**src/rtl/core/dmr_pkg.sv**
```systemverilog
`timescale 1ns / 1ps

package dmr_pkg;

  // Ring geometry.
  localparam int HISTORY_DEPTH = 16;
  localparam int IDX_W = (HISTORY_DEPTH > 1) ? $clog2(HISTORY_DEPTH) : 1;
  localparam int CNT_W = $clog2(HISTORY_DEPTH + 1);
  localparam int SLOT_W = 6;

  // Command codes.
  localparam logic CMD_STORE = 1'b0;
  localparam logic CMD_QUERY = 1'b1;

  // Result status codes.
  localparam logic [2:0] ST_STORED = 3'd0;
  localparam logic [2:0] ST_DUP = 3'd1;
  localparam logic [2:0] ST_ZERO = 3'd2;
  localparam logic [2:0] ST_MATCH = 3'd3;
  localparam logic [2:0] ST_NONE = 3'd4;

  typedef struct packed {
    logic        command;
    logic [31:0] msg_id;
    logic [31:0] sender;
    logic [31:0] dest;
  } in_item_t;

  typedef struct packed {
    logic [2:0]        status;
    logic [31:0]       found_id;
    logic [31:0]       found_sender;
    logic [31:0]       found_dest;
    logic [SLOT_W-1:0] slot;
    logic              last;
  } out_item_t;

  // One ring entry.
  typedef struct packed {
    logic [31:0] id;
    logic [31:0] sender;
    logic [31:0] dest;
  } entry_t;

  // Controller to datapath.
  typedef struct packed {
    logic load;
    logic rd;
    logic take;
    logic emit_mid;
    logic adv;
    logic finish;
  } dmr_cmd_t;

  // Datapath to controller.
  typedef struct packed {
    logic in_skip;
    logic hit;
    logic is_query;
    logic pend_valid;
    logic scan_last;
    logic out_free;
  } dmr_stat_t;

endpackage

```
**src/rtl/core/dmr_ctrl.sv**
```systemverilog
`timescale 1ns / 1ps

module dmr_ctrl (
  input  logic              clk,
  input  logic              rst,
  input  logic              in_valid,
  input  dmr_pkg::dmr_stat_t st,
  output dmr_pkg::dmr_cmd_t  cmd,
  output logic              ready
);
  import dmr_pkg::*;

  typedef enum logic [1:0] {
    S_IDLE,
    S_RD,
    S_CMP,
    S_DONE
  } state_t;

  state_t state;
  state_t state_next;

  // Sequencing of one transaction through the ring scan.
  always_comb begin
    cmd = '0;
    state_next = state;
    case (state)
      S_IDLE: begin
        if (in_valid) begin
          cmd.load = 1'b1;
          state_next = st.in_skip ? S_DONE : S_RD;
        end
      end
      S_RD: begin
        cmd.rd = 1'b1;
        state_next = S_CMP;
      end
      S_CMP: begin
        if (st.hit && !st.is_query) begin
          // Duplicate id: keep the entry and report it.
          cmd.take = 1'b1;
          state_next = S_DONE;
        end else if (st.hit && st.pend_valid && !st.out_free) begin
          // An earlier match is still waiting for the output register.
          state_next = S_CMP;
        end else begin
          if (st.hit) begin
            cmd.take = 1'b1;
            cmd.emit_mid = st.pend_valid;
          end
          cmd.adv = 1'b1;
          state_next = st.scan_last ? S_DONE : S_RD;
        end
      end
      S_DONE: begin
        if (st.out_free) begin
          cmd.finish = 1'b1;
          state_next = S_IDLE;
        end
      end
      default: begin
        state_next = S_IDLE;
      end
    endcase
  end

  always_ff @(posedge clk) begin
    if (rst) begin
      state <= S_IDLE;
    end else begin
      state <= state_next;
    end
  end

  assign ready = (state == S_IDLE);

endmodule

```
**src/rtl/core/dmr_dpath.sv**
```systemverilog
`timescale 1ns / 1ps

module dmr_dpath (
  input  logic               clk,
  input  logic               rst,
  input  dmr_pkg::in_item_t  in_data,
  input  dmr_pkg::dmr_cmd_t  cmd,
  output dmr_pkg::dmr_stat_t st,
  output logic               out_valid,
  input  logic               out_stall,
  output dmr_pkg::out_item_t out_data
);
  import dmr_pkg::*;

  entry_t mem [HISTORY_DEPTH];
  entry_t rd_data;

  in_item_t item;
  logic item_zero;
  logic [IDX_W-1:0] idx;
  logic [IDX_W-1:0] wp;
  logic [CNT_W-1:0] fill_count;

  logic pend_valid;
  entry_t pend_entry;
  logic [IDX_W-1:0] pend_slot;

  logic store_new;
  out_item_t final_res;
  out_item_t mid_res;

  // Status toward the controller.
  always_comb begin
    st.in_skip = ((in_data.command == CMD_STORE) && (in_data.msg_id == '0)) ||
                 (fill_count == '0);
    st.is_query = (item.command == CMD_QUERY);
    st.hit = (item.command == CMD_QUERY) ? (rd_data.dest == item.dest) :
                                           (rd_data.id == item.msg_id);
    st.pend_valid = pend_valid;
    st.scan_last = ((CNT_W'(idx) + CNT_W'(1)) == fill_count);
    st.out_free = !out_valid || !out_stall;
  end

  // Latched transaction and scan index.
  always_ff @(posedge clk) begin
    if (cmd.load) begin
      item <= in_data;
      item_zero <= (in_data.command == CMD_STORE) && (in_data.msg_id == '0);
    end
  end

  always_ff @(posedge clk) begin
    if (rst) begin
      idx <= '0;
    end else if (cmd.load) begin
      idx <= '0;
    end else if (cmd.adv) begin
      idx <= idx + IDX_W'(1);
    end
  end

  // Ring memory with registered read port.
  assign store_new = cmd.finish && (item.command == CMD_STORE) && !item_zero && !pend_valid;

  always_ff @(posedge clk) begin
    if (cmd.rd) begin
      rd_data <= mem[idx];
    end
    if (store_new) begin
      mem[wp] <= '{id: item.msg_id, sender: item.sender, dest: item.dest};
    end
  end

  // Write pointer and fill count.
  always_ff @(posedge clk) begin
    if (rst) begin
      wp <= '0;
      fill_count <= '0;
    end else if (store_new) begin
      wp <= (wp == IDX_W'(HISTORY_DEPTH - 1)) ? '0 : wp + IDX_W'(1);
      if (fill_count != CNT_W'(HISTORY_DEPTH)) begin
        fill_count <= fill_count + CNT_W'(1);
      end
    end
  end

  // Held match: a query match waits here until the next match or the scan end
  // tells whether it is the final one. A duplicate store's hit is also held here.
  always_ff @(posedge clk) begin
    if (rst) begin
      pend_valid <= 1'b0;
    end else if (cmd.load) begin
      pend_valid <= 1'b0;
    end else if (cmd.take) begin
      pend_valid <= 1'b1;
    end
  end

  always_ff @(posedge clk) begin
    if (cmd.take) begin
      pend_entry <= rd_data;
      pend_slot <= idx;
    end
  end

  // Result selection.
  always_comb begin
    mid_res = '{status: ST_MATCH, found_id: pend_entry.id, found_sender: pend_entry.sender,
                found_dest: pend_entry.dest, slot: SLOT_W'(pend_slot), last: 1'b0};
    final_res = '{status: ST_NONE, found_id: '0, found_sender: '0, found_dest: '0,
                  slot: '0, last: 1'b1};
    if (item.command == CMD_QUERY) begin
      if (pend_valid) begin
        final_res = mid_res;
        final_res.last = 1'b1;
      end
    end else if (item_zero) begin
      final_res.status = ST_ZERO;
    end else if (pend_valid) begin
      final_res = mid_res;
      final_res.status = ST_DUP;
      final_res.last = 1'b1;
    end else begin
      final_res = '{status: ST_STORED, found_id: item.msg_id, found_sender: item.sender,
                    found_dest: item.dest, slot: SLOT_W'(wp), last: 1'b1};
    end
  end

  // Output register.
  always_ff @(posedge clk) begin
    if (rst) begin
      out_valid <= 1'b0;
    end else if (cmd.emit_mid || cmd.finish) begin
      out_valid <= 1'b1;
    end else if (!out_stall) begin
      out_valid <= 1'b0;
    end
  end

  always_ff @(posedge clk) begin
    if (cmd.emit_mid) begin
      out_data <= mid_res;
    end else if (cmd.finish) begin
      out_data <= final_res;
    end
  end

  // A result is only loaded when the output register is free.
  a_emit_free: assert property (@(posedge clk) disable iff (rst)
    (cmd.emit_mid || cmd.finish) |-> (!out_valid || !out_stall))
    else $error("result loaded over a waiting result");

  // An intermediate result always releases a held query match.
  a_mid_pend: assert property (@(posedge clk) disable iff (rst)
    cmd.emit_mid |-> (pend_valid && (item.command == CMD_QUERY)))
    else $error("intermediate result without a held query match");

  // A new store always leaves the ring non-empty.
  a_store_fill: assert property (@(posedge clk) disable iff (rst)
    store_new |=> (fill_count != '0))
    else $error("fill count empty after a store");

  // The fill count never passes the ring depth.
  a_fill_max: assert property (@(posedge clk) disable iff (rst)
    fill_count <= CNT_W'(HISTORY_DEPTH))
    else $error("fill count beyond ring depth");

endmodule

```
**src/rtl/core/dedup_message_ring.sv**
```systemverilog
`timescale 1ns / 1ps

// Duplicate-suppressing ring of message headers.
// Input channel (in_valid, in_stall, in_data): one transaction is a store
// or a query command. A store with a zero id returns a single ignore result;
// a store whose id is already held returns the held entry as a duplicate;
// any other store is written at the write pointer and returns the slot used.
// A query returns every held entry whose destination matches, in slot order,
// with last set on the final one, or a single no-match result.
// Output channel (out_valid, out_stall, out_data) is fed from an output
// register, so a finished result may wait while the ring moves on.
// Timing: one transaction at a time. The scan reads the ring entries in turn
// through the memory's registered read port (state S_RD, then S_CMP for each),
// the scan is skipped when the ring is empty or the id is zero, and a
// duplicate ends its scan at the first hit.
// Reset clears the write pointer, fill count, controller and output valid;
// the ring contents need no clearing since only filled slots are searched.
// A stalled receiver holds the output; the scan pauses on the next result.
module dedup_message_ring (
  input  logic               clk,
  input  logic               rst,
  input  logic               in_valid,
  output logic               in_stall,
  input  dmr_pkg::in_item_t  in_data,
  output logic               out_valid,
  input  logic               out_stall,
  output dmr_pkg::out_item_t out_data
);
  import dmr_pkg::*;

  dmr_cmd_t cmd;
  dmr_stat_t st;
  logic ready;

  dmr_ctrl u_ctrl (
    .clk      (clk),
    .rst      (rst),
    .in_valid (in_valid),
    .st       (st),
    .cmd      (cmd),
    .ready    (ready)
  );

  dmr_dpath u_dpath (
    .clk       (clk),
    .rst       (rst),
    .in_data   (in_data),
    .cmd       (cmd),
    .st        (st),
    .out_valid (out_valid),
    .out_stall (out_stall),
    .out_data  (out_data)
  );

  assign in_stall = !ready;

endmodule

```
**config.mk**
```make
export PLATFORM = sky130hd
export DESIGN_NAME = dedup_message_ring
export DESIGN_NICKNAME = d
export VERILOG_FILES = /design/src/rtl/core/dmr_pkg.sv /design/src/rtl/core/dmr_ctrl.sv /design/src/rtl/core/dmr_dpath.sv /design/src/rtl/core/dedup_message_ring.sv
export SDC_FILE = /design/constraint.sdc
export NUM_CORES = 2
export LEC_CHECK = 0
export ABC_AREA = 1
export BUFFER_PORTS_ARGS = -buffer_cell sky130_fd_sc_hd__buf_2
export CORE_ASPECT_RATIO = 1.2
export CORE_MARGIN = 3
export CORE_UTILIZATION = 55
export CTS_CLUSTER_SIZE = 24
export DETAILED_ROUTE_END_ITERATION = 8
export GPL_ROUTABILITY_DRIVEN = 0
export PLACE_DENSITY = 0.77
export SLEW_MARGIN = 40
export SYNTH_ARGS = -nofsm -noshare
export SYNTH_HDL_FRONTEND = slang
export SYNTH_SLANG_ARGS = --single-unit
```
**constraint.sdc**
```tcl
create_clock -name clk -period 9.2 [get_ports clk]
set_clock_uncertainty 0.15 [all_clocks]
set_input_delay 1.84 -clock clk [delete_from_list [all_inputs] [get_ports clk]]
set_output_delay 1.84 -clock clk [all_outputs]
set_load 0.02 [all_outputs]
```
==> flow_metrics.py <==
metrics = {
    "min_path": {
        "holdCritPathClass": "reg2reg",
    },
    "route": {
        "drt_pass1_iterations": 6,
        "wl_per_cell_um": 25.9,
        "drtAntennaViolNets": 0,
        "drc": 0,
        "drt_wl_total_um": 189000,
        "vias": 46421,
        "drt_iter0_markers": 6537,
        "avgViaCountPerCell": 6.35,
    },
    "finish": {
        "diodes": 0,
        "nets": 5484,
        "multi_input_area_um2": 14400,
        "area_growth_pct": 11.8,
        "register_area_um2": 58400,
        "n_fill_cell": 9247,
        "drive_gt1_frac": 0.103,
    },
    "global_route": {
        "grt_pass1_wl_um": 281000,
        "use_met2": 0.420,
        "antenna_found_initial": 2,
        "grt_util_all_layers": 0.267,
        "grt_use_met3": 0.0521,
        "met1_usage": 0.369,
        "grt-busiest-layer": "met2",
        "grt_max_degree": 227,
        "gr-total-overflow": 0,
        "grt_pass1_vias": 45393,
    },
    "placement": {
        "dp_hpwl_um": 97000,
        "port_buffers": 206,
        "dp_slack_ns": 3.94,
    },
    "power": {
        "comb_power_share": 0.071,
        "clockPowerShare": 0.382,
        "power_density_nw_per_um2": 225,
        "peakVddDrop_uv": 175,
        "p_leak_uw": 0.0272,
        "p_sw_uw": 4450,
        "p_int_uw": 14300,
        "p_seq_frac": 0.547,
        "switching_share": 0.238,
    },
    "clock_network": {
        "clk_pin_slew_ns": 0.06,
        "insertion_delay_ns": 0.83,
        "cts_root_buffer": "clkbuf_16",
        "htree_levels": 4,
        "post_cts_buffers": 0,
        "clock_sinks": 1951,
        "ctsResizeCount": 0,
        "numCtsBuffers": 179,
        "clock_tree.buffer_depth": 3,
        "cts_hold_buf": 0,
        "cts_tree": "built",
    },
    "synth": {
        "synth_top_area_cell": "edfxtp_1",
        "yosysMostFrequentCell": "edfxtp_1",
        "synth_edf_count": 1930,
        "synthDistinctLibCells": 36,
        "yosysSeqAreaShare": 0.784,
        "syn_inst": 5258,
        "synth_common_cells": "edfxtp_1, nor2_1, o21ai_0, nand2_1, clkbuf_1",
        "syn-cell-area_um2": 74400,
        "synth_warnings": 0,
        "yosysTopAreaCellShare": 0.779,
        "synth.avg_cell_area_um2": 14.2,
        "synth_area_leaders": "edfxtp_1, o21ai_0, nor2_1, o221ai_1, nand2_1",
        "synthArstFlopShare": 0,
        "ys_ff_latch": 1951,
        "synth_top_flop_cell": "edfxtp_1",
    },
    "floorplanning": {
        "num_rows": 147,
        "core_area_um2": 134000,
        "fp.dieH_um": 409,
        "die_x_um": 342,
        "dieArea_um2": 140000,
        "io_pins": 209,
        "start_util": 0.555,
    },
    "sta": {
        "period_share": 0.483,
        "hold_viol_final": 0,
        "min_period_ns": 4.44,
        "rsz0062_at_grt": "no",
        "setup_ws_ns": 4.76,
        "fin_tns_setup_ns": 0,
        "slew_violations": 0,
        "worst_pin_slew_ns": 0.879,
        "final-setup-viol-count": 0,
        "fmax_mhz": 225,
        "slew_headroom": 0.414,
    },
    "worst_setup_path": {
        "worst-path-max-fanout": 52,
        "worst_path_max_delay_cell": "buf_4",
        "critPathCaptureType": "register",
        "cp_common_cell": "nand2_1",
        "critPathKind": "in2reg",
        "max_stage_delay_ns": 0.68,
        "cp-start-kind": "input pin",
        "cp_cell_sequence": "buf_2 -> nand2_1 -> inv_2 -> nor2_1 -> inv_2 -> nor2_1 -> nand2_1 -> inv_1 -> nand2_1 -> nor2_4 -> buf_4 -> buf_6",
        "worstPathRequired_ns": 9.49,
        "critPathArrivalTime_ns": 4.73,
    },
    "status": {
        "outcome": "complete, no violations",
    },
    "job": {
        "maxCapViolCount": 0,
    },
}
-- worst max-delay path: cells and delay by family --
family,cells,cell delay [ns]
buf+inv,6,1.79
simple gates,6,1.04
-- routing by layer --
| layer | part of all wire | vias up | wire, µm |
|---|---|---|---|
| li1 | - | 20056 | - |
| met1 | 0.37 | 22842 | 70600 |
| met2 | 0.47 | 3085 | 89500 |
| met3 | 0.12 | 438 | 21800 |
| met4 | 0.038 | 0 | 7200 |
| met5 | 0 | - | 0 |
-- cells in the final DEF (no fill, tap or decap), drive strengths merged --
cell,synthesis,final
a31oi,2,2
edfxtp,1930,1930
bufinv,0,11
nand3,207,207
xor2,7,7
o22ai,101,101
a21boi,1,1
nand2,439,439
a21oi,13,13
o211ai,99,99
o21ai,801,801
nor4,6,6
xnor2,14,14
and3,2,2
a21o,1,1
dfxtp,21,21
conb,1,2
clkinvlp,0,5
nor2,831,831
buf,39,289
a41oi,1,1
nand4,6,6
or2,2,2
ha,7,7
inv,116,125
nor3b,1,1
clkbuf,314,211
o221ai,287,287
clkinv,1,87
nor3,8,8
-- sequential cells by signal, indices dropped and copies added (netlist names), 2 cells and up --
register	count
u_dpath.fill_count	5
u_dpath.pend_slot	4
u_dpath.wp	4
u_dpath.mem	1536
u_ctrl.state	2
u_dpath.rd_data	96
u_dpath.item	96
u_dpath.mid_res	96
u_dpath.idx	4
u_dpath.out_data	104
-- kinds of logic (layout without fill, tap and decap cells) --
logic type               count (synthesis)  after routing  share of synthesized area
AO/OA/AOI/OAI                         1306           1306                      0.107
XOR/XNOR                                21             21                    0.00247
adder cells (fa/ha/maj)                  7              7                    0.00118
buffers and inverters                  470            728                     0.0245
flip-flops                            1951           1951                      0.784
other                                    1              2                  0.0000504
AND/OR/NAND/NOR                       1502           1502                     0.0802
-- path summary, 6_finish.rpt --
check | start | end | slack (ns) | cells past startpoint
setup / recovery | out_stall | u_dpath.mem[0][62]$_DFFE_PP_ | 4.76 | 12
hold / removal | u_dpath.rd_data[59]$_DFFE_PP_ | u_dpath.mid_res[66]$_DFFE_PP_ | 0.27 | 0
setup reg to reg | u_dpath.item[90]$_DFFE_PP_ | u_dpath.mid_res[19]$_DFFE_PP_ | 4.98 | 13
hold reg to reg | u_dpath.rd_data[59]$_DFFE_PP_ | u_dpath.mid_res[66]$_DFFE_PP_ | 0.27 | 0
-- metrics by stage --
stage / hold WS [ns] / power [µW] / cells / utilization / area, µm²
3_5_place_dp: 0.255 / 11700 / 6979 / 0.578 / 77500
2_1_floorplan: 0.250 / 11200 / 5259 / - / 74400
5_1_grt: 0.273 / 19300 / 7305 / 0.621 / 83200
6_report: 0.266 / 18700 / 7305 / 0.621 / 83200
3_3_place_gp: 0.252 / 11700 / 6969 / 0.575 / 77100
4_1_cts: 0.270 / 18800 / 7301 / 0.620 / 83100
-- power groups by stage --
stage	Combinational (µW)	Clock, µW	Sequential [µW]
after floorplan	809	0	10400
after global placement	1230	0	10400
after detailed placement	1290	0	10400
after CTS	1300	7200	10300
after global routing	1440	7580	10300
final	1330	7150	10300
-- cell type report --
| cell class | count | area share |
|---|---|---|
| multi-input cells | 2838 | 0.173 |
| repair buffers | 289 | 0.0249 |
| clock inverters | 111 | 0.0123 |
| flip-flops and latches | 1951 | 0.702 |
| inverters | 117 | 0.00573 |
| clock buffers | 211 | 0.0553 |
| well taps | 1788 | 0.0269 |
(Power assumes the default switching activity.)
